`src/rtl/mae_pkg.sv`:
```
`default_nettype none
// ----------------------------------------------------------------------------
// mae_pkg
// Shared types and constants of the misaligned access emulator.
// ----------------------------------------------------------------------------
package mae_pkg;

    typedef enum logic [1:0] {
        CMD_WR_INT  = 2'd0,
        CMD_WR_FLT  = 2'd1,
        CMD_TRAP    = 2'd2,
        CMD_RD_BYTE = 2'd3
    } t_cmd;

    typedef enum logic [1:0] {
        KIND_DECLINE = 2'd0,
        KIND_RD_REQ  = 2'd1,
        KIND_WR_REQ  = 2'd2,
        KIND_DONE    = 2'd3
    } t_kind;

    localparam int unsigned CFG_COUNT = 7;
    localparam logic [2:0] CFG_APP_BASE   = 3'd0;
    localparam logic [2:0] CFG_APP_END    = 3'd1;
    localparam logic [2:0] CFG_DRAM_BASE  = 3'd2;
    localparam logic [2:0] CFG_DRAM_ALIAS = 3'd3;
    localparam logic [2:0] CFG_DRAM_SIZE  = 3'd4;
    localparam logic [2:0] CFG_CRAM_BASE  = 3'd5;
    localparam logic [2:0] CFG_CRAM_SIZE  = 3'd6;

    localparam logic [6:0] OPC_LOAD  = 7'h03;
    localparam logic [6:0] OPC_STORE = 7'h23;
    localparam logic [6:0] OPC_FLW   = 7'h07;
    localparam logic [6:0] OPC_FSW   = 7'h27;

    // queued operation from front to back
    typedef struct packed {
        t_kind       kind;      // decline, read (load), write (store), or done-only
        logic        is_load;
        logic [31:0] addr;
        logic [31:0] data;
        logic [2:0]  len;
        logic [31:0] npc;
        logic [4:0]  dest;
        logic        is_float;
        logic        sign_ext;
        logic        writes;
        logic        byte_ret;  // marks a returned byte for a pending load
        logic [7:0]  rbyte;
    } t_op;

endpackage
`default_nettype wire

```
`src/rtl/mae_queue.sv`:
```
`default_nettype none
// ----------------------------------------------------------------------------
// mae_queue
// Two-entry queue between the front and the back.
// ----------------------------------------------------------------------------
module mae_queue import mae_pkg::*; (
    input  wire logic i_clk,
    input  wire logic i_rst_n,
    input  wire logic i_push,
    input  t_op       i_op,
    output logic      o_full,
    output logic      o_valid,
    input  wire logic i_pop,
    output t_op       o_op
);

    t_op        r_mem [2];
    logic       r_wp, r_rp;
    logic [1:0] r_cnt;

    assign o_full = r_cnt == 2'd2;
    assign o_valid = r_cnt != 2'd0;
    assign o_op = r_mem[r_rp];

    always_ff @(posedge i_clk) begin
        if (i_push) r_mem[r_wp] <= i_op;
    end

    always_ff @(posedge i_clk) begin
        if (!i_rst_n) begin
            r_wp <= 1'b0; r_rp <= 1'b0; r_cnt <= '0;
        end else begin
            if (i_push) r_wp <= !r_wp;
            if (i_pop) r_rp <= !r_rp;
            r_cnt <= r_cnt + {1'b0, i_push} - {1'b0, i_pop};
        end
    end

endmodule
`default_nettype wire

```
`config.mk`:
```
export PLATFORM = sky130hd
export DESIGN_NAME = mae_queue
export DESIGN_NICKNAME = d
export VERILOG_FILES = /design/src/rtl/mae_pkg.sv /design/src/rtl/mae_queue.sv
export SDC_FILE = /design/constraint.sdc
export NUM_CORES = 1
export LEC_CHECK = 0
export BUFFER_PORTS_ARGS = -buffer_cell sky130_fd_sc_hd__buf_4
export CAP_MARGIN = 10
export CORE_MARGIN = 10
export CORE_UTILIZATION = 52
export DETAILED_ROUTE_END_ITERATION = 8
export HOLD_SLACK_MARGIN = 0.02
export PLACE_DENSITY = 0.78
export SLEW_MARGIN = 20
export SYNTH_ARGS = -nofsm -noshare
export SYNTH_HDL_FRONTEND = slang
export SYNTH_SLANG_ARGS = --single-unit
```
`constraint.sdc`:
```
create_clock -name i_clk -period 8.5 [get_ports i_clk]
set_clock_uncertainty 0.05 [all_clocks]
set_input_delay 0.85 -clock i_clk [delete_from_list [all_inputs] [get_ports i_clk]]
set_output_delay 0.85 -clock i_clk [all_outputs]
set_load 0.005 [all_outputs]
```
==> metrics.md, run 1 <==
| Metric | Value |
|---|---|
| Outcome | `complete, no violations` |
| Placeable core region | `16600 um^2` |
| Global-route usage over all layers | `15.6%` |
| CTS resizes | `0` |
| Part of the Yosys area used for sequential elements | `81.5%` |
| Synth Net Count | `516` |
| Number of remaining DRC errors | `0` |
| Total Routed Length | `18800 um` |
| Most numerous cell types in the synthesized netlist | `edfxtp_1 (238), mux2_2 (119), clkbuf_8 (11)` |
| Part of the cycle the worst path needs | `40.1%` |
| Avg WL per Cell | `21.1 um` |
| Worst-Skew Late Latency | `0.50 ns` |
| Routed via count | `4502` |
| RSZ-0062 raised after global routing | `no` |
| Root cell of the clock tree | `clkbuf_16` |
| Largest voltage drop on the vdd net | `0.211 mV` |
| Unique masters post-synth | `13` |
| Number of standard cells in the layout, taps in and fillers out | `889` |
| Number of buffers inserted to repair setup after CTS | `0` |
| Share of flip-flops with an asynchronous set or reset after synthesis | `0%` |
| Layout cell share with drive strength beyond 1 | `59.6%` |
| Standby leakage power | `4.35 nW` |
| Quantity of I/O buffers inserted on ports | `243` |
| Required time reported for the critical path endpoint | `7.60 ns` |
| Initial antenna violation count | `0` |
| Iteration count of the initial detailed-routing pass | `4` |
| IO Count | `244` |
| Max-slew violation count | `0` |
| #FFs+latches synth | `243` |
| Pwr Density | `233 nW/um^2` |
| Layout overhead on the synthesized area | `30.7%` |
| Highest achievable clock rate | `293 MHz` |
| Number of buffers created by CTS | `24` |
| Area of the die | `22700 um^2` |
| Final setup viols | `0` |
| Final hold violation count | `0` |
| Floorplan die width | `151 um` |
| Syn_area_per_cell | `22.7 um^2` |
| Share of the synthesized area in the top cell type | `80.4%` |
| Count of yosys warnings during synthesis | `0` |
| Highest fanout seen on the critical path | `86` |
| Data arrival at the endpoint of the critical path | `2.51 ns` |
| Setup crit start kind | `flip-flop` |
| Min-delay worst type | `in -> reg` |
| Maximum root-to-sink buffer count | `3` |
| Number of DRC markers in iteration 0 | `218` |
| Critical path start-end classification | `reg -> out` |
| Vertical die dimension | `151 um` |
| Remaining Overflow, GRT | `0` |
| Critical path capture point type | `primary output` |
| Via count of the first global-routing pass | `4943` |
| Cell count after synthesis | `391` |
| Row cnt | `47` |
| Final nets | `776` |
| H-Tree Level Count | `1` |
| Worst slew margin relative to its limit | `36.4%` |
| Worst Tran Pin Value | `0.955 ns` |
| Worst-case hold slack | `0.484 ns` |
| Leading cell type by number of instances after synthesis | `edfxtp_1` |
| Cell area after technology mapping | `8890 um^2` |
| TritonCTS clock tree | `done` |
| Setup TNS Final | `0 ns` |
| Initial Util | `53.4%` |
| Number of enable-type register cells in the synthesized netlist | `238` |
| Diodes inserted | `0` |
| Largest net degree at the start of global routing | `87` |
| Main synth FF type | `edfxtp_1` |
| Maxcap violations | `0` |
| Global placement routability congestion | `0.756` |
| Cell accounting for the most synthesized area | `edfxtp_1` |
| Detail-routed via count per cell | `5.06` |
| Number of cells in the design after placement | `845` |
| Hold buffers post-CTS | `0` |
| Wire length of the first global-routing pass | `27600 um` |
| Count of clock tree sinks | `243` |
| Clock transition time at the flip-flop clock pins of the worst setup and hold paths | `0.06 ns` |
| Time the final worst path needs with I/O delays and setup | `3.41 ns` |
| Antenna Violating Nets Remaining | `0` |
| HPWL after detailed placement | `12900 um` |
| Largest cells by area after synthesis | `edfxtp_1 (80%), mux2_2 (15%), clkbuf_8 (1.7%)` |
[flip-flops by register name (all words and copies together), names as in the netlist, named ones only]
register and cells:
r_wp 1, r_rp 1, r_cnt 2, r_mem 238
[worst paths after layout]
check | depth (start not counted) | startpoint | slack [ns] | endpoint
setup reg to reg | 3 | r_wp$_SDFFE_PN0P_ | 6.13 | r_mem[0][48]$_DFFE_PP_
hold / removal | 1 | i_op[105] | 0.48 | r_mem[0][105]$_DFFE_PP_
hold reg to reg | 2 | r_rp$_SDFFE_PN0P_ | 0.53 | r_rp$_SDFFE_PN0P_
setup / recovery | 3 | flip-flop | 5.09 | o_op[112]
[per-stage QoR]
step / util, % / setup WS (ns) / total power, mW / area, um^2
after floorplan: - / 1.79 / 1.57 / 8890
after global placement: 65.2 / 5.39 / 1.72 / 10900
after detailed placement: 65.2 / 5.36 / 1.73 / 10900
after CTS: 69.8 / 4.82 / 2.73 / 11600
after global routing: 69.8 / 4.97 / 2.80 / 11600
final: 69.8 / 5.09 / 2.70 / 11600
[report_power, final]
group | switching (mW) | internal, mW | leakage (nW) | total, mW
sequential | 0.0213 | 1.39 | 2.28 | 1.41
combinational | 0.122 | 0.174 | 1.71 | 0.296
clock | 0.398 | 0.600 | 0.364 | 0.998
total | 0.542 | 2.16 | 4.35 | 2.70
[cell usage in the layout, fill, tap and decap left out]
master / instances
dfxtp_1: 4
and2_1: 3
clkinv_1: 5
clkbuf_16: 25
buf_6: 1
clkinv_2: 2
nor2b_1: 3
o21a_1: 1
clkbuf_1: 10
ha_1: 2
nor2b_4: 1
dfxtp_4: 1
and2_4: 1
bufinv_16: 2
mux2_2: 119
inv_1: 2
edfxtp_1: 238
xnor3_1: 1
xor2_1: 1
or2_2: 1
buf_4: 246
[cells by family (layout without fill, tap and decap cells)]
family                   Yosys count  in the layout  share of synthesized area, %
adder cells (fa/ha/maj)            2              2                         0.281
XOR/XNOR                           2              2                         0.352
multiplexers                     119            119                          15.1
AND/OR/NAND/NOR                    9              9                         0.633
buffers and inverters             15            293                          2.04
flip-flops                       243            243                          81.5
AO/OA/AOI/OAI                      1              1                        0.0845
[metal layers]
metal / vias to the layer above / GRT usage (%) / wire, um
met5: - / 0 / 0
li1: 2071 / - / -
met2: 178 / 27.2 / 9690
met1: 2219 / 17.9 / 7010
met3: 34 / 4.89 / 1650
met4: 0 / 5.05 / 404
[final cells by class]
cell class	count	area, um^2
flip-flops and latches	243	7250
fillers	1098	5030
repair buffers	247	1860
multi-input cells	133	1470
clock buffers	35	663
well taps	220	275
clock inverters	9	88.8
inverters	2	7.51
[critical path, stage by stage (launching register included)]
cell and delay [ns]:
dfxtp_4 0.64, buf_6 0.66, mux2_2 0.45, buf_4 0.15
Power figures use the tool's default switching activity.
==> run 2: changes to the inputs <==
- clock period: 8.5 -> 3.2 ns (I/O delays scaled with it)
==> run 2 against run 1 <==
Against the previous run: cell area grew 11%; cell count grew 14%; total power grew to 2.7 times the previous value; clock power grew to 2.6 times the previous value; first-iteration DRC count grew 8.7%; via count grew 12%; non-clock buffer count grew 123; global-route usage grew 2.8 points; flip-flop and latch count is the same; clock-buffer cell count shrank 7; register-to-register slack lost 4.8 ns; die area is the same; critical path type unchanged; critical endpoint is now o_op[29].
==> metrics.md, run 2 (synthesized netlist as in run 1, its figures left out) <==
| Metric | Value |
|---|---|
| Outcome | `complete, no violations` |
| Number of DRC markers in iteration 0 | `237` |
| Setup TNS Final | `0 ns` |
| Largest voltage drop on the vdd net | `0.484 mV` |
| Required time reported for the critical path endpoint | `2.83 ns` |
| Wire length of the first global-routing pass | `32200 um` |
| Routed via count | `5026` |
| Quantity of I/O buffers inserted on ports | `243` |
| Clock transition time at the flip-flop clock pins of the worst setup and hold paths | `0.06 ns` |
| Part of the cycle the worst path needs | `80.1%` |
| Path depth of the worst reg2reg path | `2` |
| Crit path max-delay family | `flip-flops` |
| Critical path capture point type | `primary output` |
| Largest incremental delay on the critical path | `0.70 ns` |
| Flop2flop setup slack | `1.36 ns` |
| CTS resizes | `0` |
| Worst Tran Pin Value | `0.593 ns` |
| Uppermost metal layer occupied by signal nets | `met4` |
| Layout overhead on the synthesized area | `44.6%` |
| Highest fanout seen on the critical path | `59` |
| Max-slew violation count | `0` |
| Launch instance of the worst register-to-register path | `r_wp$_SDFFE_PN0P_` |
| Layout cell share with drive strength beyond 1 | `51.2%` |
| Final setup viols | `0` |
| Iteration count of the initial detailed-routing pass | `4` |
| H-Tree Level Count | `1` |
| Antenna Violating Nets Remaining | `0` |
| Leading cell type in the layout, fill and taps excluded | `buf_4` |
| Metal-1 WL | `8300 um` |
| Slowest cell on crit path | `dfxtp_4` |
| Setup crit start kind | `flip-flop` |
| RSZ-0062 raised after global routing | `no` |
| Avg WL per Cell | `21.8 um` |
| Root cell of the clock tree | `clkbuf_16` |
| IO Count | `244` |
| Final nets | `899` |
| Most used cells in the layout excluding fill and tap cells | `buf_4 (247), edfxtp_1 (238), dlygate4sd3_1 (120), mux2_2 (119), clkbuf_16 (25)` |
| Number of buffers inserted to repair setup after CTS | `0` |
| Number of remaining DRC errors | `0` |
| Global placement routability congestion | `0.791` |
| Number of buffers created by CTS | `24` |
| Remaining Overflow, GRT | `0` |
| Time the final worst path needs with I/O delays and setup | `2.56 ns` |
| TritonCTS clock tree | `done` |
| Worst setup path endpoint | `o_op[29]` |
| Global-route usage over all layers | `18.4%` |
| Total Routed Length | `22100 um` |
| Standby leakage power | `4.87 nW` |
| Vertical die dimension | `151 um` |
| Detail-routed via count per cell | `4.97` |
| Highest achievable clock rate | `390 MHz` |
| Logic depth of the worst path, buffers included | `3` |
| Floorplan die width | `151 um` |
| Maxcap violations | `0` |
| Buffer and inverter count on the worst path | `2` |
| Hold buffers post-CTS | `120` |
| Max reg flops | `238` |
| Initial antenna violation count | `1` |
| Number of fill cells in the layout | `877` |
| Critical path start-end classification | `reg -> out` |
| Register bank with the most flops | `r_mem` |
| Final hold violation count | `0` |
| Initial Util | `53.4%` |
| Worst-Skew Late Latency | `0.50 ns` |
| Pwr Density | `568 nW/um^2` |
| Cell Chain, Critical Path | `buf_12 -> mux2_2 -> buf_4` |
| Registers with the most flip-flops | `r_mem (238), r_cnt (2)` |
| Routed wl met3 | `1390 um` |
| Maximum root-to-sink buffer count | `3` |
| Data arrival at the endpoint of the critical path | `2.19 ns` |
| Worst slew margin relative to its limit | `60.5%` |
| DR WL met2 | `12000 um` |
| Min-delay worst type | `in -> reg` |
| Largest net degree at the start of global routing | `62` |
| Reg-to-reg critical path endpoint | `r_mem[1][16]$_DFFE_PP_` |
| HPWL after detailed placement | `13500 um` |
| Row cnt | `47` |
| Count of clock tree sinks | `243` |
| Via count of the first global-routing pass | `5555` |
| Overall power of the completed layout | `7.30 mW` |
| Area of the die | `22700 um^2` |
| Placeable core region | `16600 um^2` |
## run 2: cell count changes in the layout (fill, tap and decap cells not counted), moves of 3 or more
cell           delta
dlygate4sd3_1   +120
clkinv_2          +4
clkinv_1          +3
buf_12            +3
clkbuf_1          -7
## run 2: cell type report
class	instances	area [um^2]	area share, %
antenna	1	2.50	0.0195
clock buffer	28	637	4.96
clock inverter	15	90.1	0.701
inverter	2	7.51	0.0584
multi-input combinational	133	1470	11.4
sequential	243	7250	56.4
tap	220	275	2.14
timing repair buffer	370	3120	24.2
## run 2: worst register-to-register path, cell delays in order (launching register included)
cell and delay [ns]:
dfxtp_1 0.38, and2_4 0.56, buf_4 0.49
## run 2: worst min path at each step
stage                                   endpoint  cells after the start  slack (ns)  startpoint
after detailed placement  r_mem[1][44]$_DFFE_PP_                      1        0.46    i_op[44]
after global placement    r_mem[0][38]$_DFFE_PP_                      1        0.46    i_op[38]
final                          r_wp$_SDFFE_PN0P_                      3        0.11      i_push
after global routing           r_wp$_SDFFE_PN0P_                      3        0.11      i_push
after CTS                      r_wp$_SDFFE_PN0P_                      3        0.09      i_push
after floorplan            r_mem[0][0]$_DFFE_PP_                      0        0.37     i_op[0]
## run 2: metrics by stage
stage / util (%) / cell area (um^2) / hold WS [ns] / instances / worst slack [ns]
4_1_cts: 77.2 / 12800 / 0.0924 / 1011 / 0.613
3_5_place_dp: 65.6 / 10900 / 0.458 / 848 / 1.16
2_1_floorplan: - / 8900 / 0.369 / 391 / 0.597
3_3_place_gp: 65.6 / 10900 / 0.455 / 848 / 1.18
6_report: 77.2 / 12800 / 0.110 / 1012 / 0.638
5_1_grt: 77.2 / 12800 / 0.110 / 1012 / 0.542
## run 2: metal layers
layer | GRT usage (%) | vias up
met4 | 4.52 | 0
met1 | 20.9 | 2497
li1 | - | 2322
met2 | 33.7 | 174
met5 | 0 | -
met3 | 4.80 | 33
## run 2: power by group
part / leakage, nW / internal, mW / total (mW) / switching, mW
Combinational: 2.24 / 0.567 / 0.937 / 0.369
Sequential: 2.28 / 3.68 / 3.75 / 0.0653
Clock: 0.362 / 1.49 / 2.61 / 1.12
==> run 3: changes to the inputs <==
- CORE_UTILIZATION: 52 -> 47
- PLACE_DENSITY: 0.78 -> 0.75
- clock period: 3.2 -> 2.3 ns (I/O delays scaled with it)
==> run 3 against run 2 <==
Against the previous run: non-clock buffer count grew 7; global-route usage down 1.8 points; critical path depth unchanged; clock power increased by 43%; die area rose by 9.2%; combinational power rose by 43%.
==> metrics.md, run 3 (synthesized netlist as in run 1, its figures left out) <==
| Metric | Value |
|---|---|
| Highest achievable clock rate | `464 MHz` |
| Storage element area | `7250 um^2` |
| Diodes inserted | `0` |
| Global-route usage over all layers | `16.6%` |
| Quantity of I/O buffers inserted on ports | `243` |
| Number of cells in the design after placement | `866` |
| Number of standard cells in the layout, taps in and fillers out | `1033` |
| Highest fanout seen on the critical path | `30` |
| Initial Util | `47.7%` |
| Register bank with the most flops | `r_mem` |
| Standby leakage power | `4.93 nW` |
| Total Routed Length | `21300 um` |
| Avg WL per Cell | `20.6 um` |
| Vertical die dimension | `158 um` |
| Remaining Overflow, GRT | `0` |
| Detail-routed via count per cell | `4.89` |
| Flop2flop setup slack | `0.77 ns` |
| Overall power of the completed layout | `10.3 mW` |
| Initial antenna violation count | `0` |
| Clock transition time at the flip-flop clock pins of the worst setup and hold paths | `0.06 ns` |
| RSZ-0062 raised after global routing | `no` |
| Worst-Skew Late Latency | `0.50 ns` |
| Count of clock tree sinks | `243` |
| Root cell of the clock tree | `clkbuf_16` |
| Worst path setup slack after routing | `0.147 ns` |
| Pwr Density | `790 nW/um^2` |
| Critical path start-end classification | `reg -> out` |
| Final hold violation count | `0` |
| Area of the die | `24800 um^2` |
| Most used cells in the layout excluding fill and tap cells | `buf_4 (246), edfxtp_1 (238), dlygate4sd3_1 (123), mux2_2 (119), clkbuf_16 (25)` |
| Worst slew margin relative to its limit | `72.8%` |
| Max reg flops | `238` |
| Largest voltage drop on the vdd net | `0.668 mV` |
| Layout cell share with drive strength beyond 1 | `51.2%` |
| Maxcap violations | `0` |
| Row cnt | `50` |
| Slowest cell on crit path | `dfxtp_4` |
| Required time reported for the critical path endpoint | `2.02 ns` |
| Data arrival at the endpoint of the critical path | `1.87 ns` |
| Critical path capture point type | `primary output` |
| Maximum root-to-sink buffer count | `3` |
| Largest incremental delay on the critical path | `0.58 ns` |
| Number of remaining DRC errors | `0` |
| Part of the cycle the worst path needs | `93.6%` |
| Worst-case hold slack | `0.403 ns` |
| Crit path max-delay family | `flip-flops` |
| TritonCTS clock tree | `done` |
| Area of combinational cells with multiple inputs | `1470 um^2` |
| Number of buffers inserted to repair setup after CTS | `0` |
| Leading cell type in the layout, fill and taps excluded | `buf_4` |
| Core utilization of the finished layout | `69.8%` |
| Registers with the most flip-flops | `r_mem (238), r_cnt (2)` |
| Post-Place Worst Slack | `0.662 ns` |
| Min-delay worst type | `in -> reg` |
| Global placement routability congestion | `0.736` |
| Max-slew violation count | `0` |
| Floorplan die width | `158 um` |
| Number of DRC markers in iteration 0 | `216` |
| IO Count | `244` |
| H-Tree Level Count | `1` |
| Iteration count of the initial detailed-routing pass | `4` |
| Final nets | `907` |
| Layout overhead on the synthesized area | `46.5%` |
| Time the final worst path needs with I/O delays and setup | `2.15 ns` |
| Final setup viols | `0` |
| Antenna Violating Nets Remaining | `0` |
| Cell Chain, Critical Path | `buf_12 -> mux2_2 -> buf_4` |
| Routed via count | `5048` |
| Number of buffers created by CTS | `25` |
| Wire length of the first global-routing pass | `32300 um` |
| Largest net degree at the start of global routing | `61` |
| Via count of the first global-routing pass | `5766` |
| Placeable core region | `18600 um^2` |
| Buffer and inverter count on the worst path | `2` |
| Number of fill cells in the layout | `1167` |
| Outcome | `complete, no violations` |
| Worst Tran Pin Value | `0.407 ns` |
| HPWL after detailed placement | `13400 um` |
| Setup crit start kind | `flip-flop` |
run 3: cell count changes in the layout (fill, tap and decap cells not counted), sizes merged:
cell	previous run	this run
diode	1	0
bufinv	1	2
clkinv	14	11
buf	250	254
dlygate4sd3	120	123
clkbuf	28	30
clkinvlp	0	1
run 3: timing repair:
action / 4_1_cts / 5_1_grt
gates resized for setup: 0 / 0
hold buffers: 123 / 0
hold endpoints to repair: 243 / 0
run 3: worst paths after layout:
check / startpoint / end / depth (start not counted)
worst max-delay path: flip-flop / o_op[74] / 3
worst min-delay path: i_op[86] / r_mem[1][86]$_DFFE_PP_ / 2
worst max register to register: r_wp$_SDFFE_PN0P_ / r_wp$_SDFFE_PN0P_ / 3
worst min register to register: r_rp$_SDFFE_PN0P_ / flip-flop / 2
run 3: metal layers:
layer	routed length, um	track usage [%]	vias up
met4	420	4.01	0
met5	0	0	-
li1	-	-	2331
met2	10900	29.0	199
met1	8110	19.1	2485
met3	1840	5.84	33
run 3: cell type report:
class / instances / share of cell area [%]
clock buffer: 30 / 4.95
clock inverter: 14 / 0.865
inverter: 2 / 0.0577
multi-input combinational: 133 / 11.3
sequential: 243 / 55.7
tap: 234 / 2.25
timing repair buffer: 377 / 24.9
run 3: power breakdown:
| group | switching (mW) | internal [mW] | leakage (nW) | total [mW] |
|---|---|---|---|---|
| clock network | 1.54 | 2.20 | 0.367 | 3.74 |
| logic | 0.520 | 0.818 | 2.29 | 1.34 |
| registers | 0.0780 | 5.12 | 2.28 | 5.20 |
| total | 2.13 | 8.14 | 4.93 | 10.3 |
run 3: through the flow:
stage	setup TNS [ns]	cell area, um^2
after floorplan	-33.25	8900
after CTS	0	13000
final	0	13000
after global routing	0	13000
after detailed placement	0	11000
after global placement	0	11000
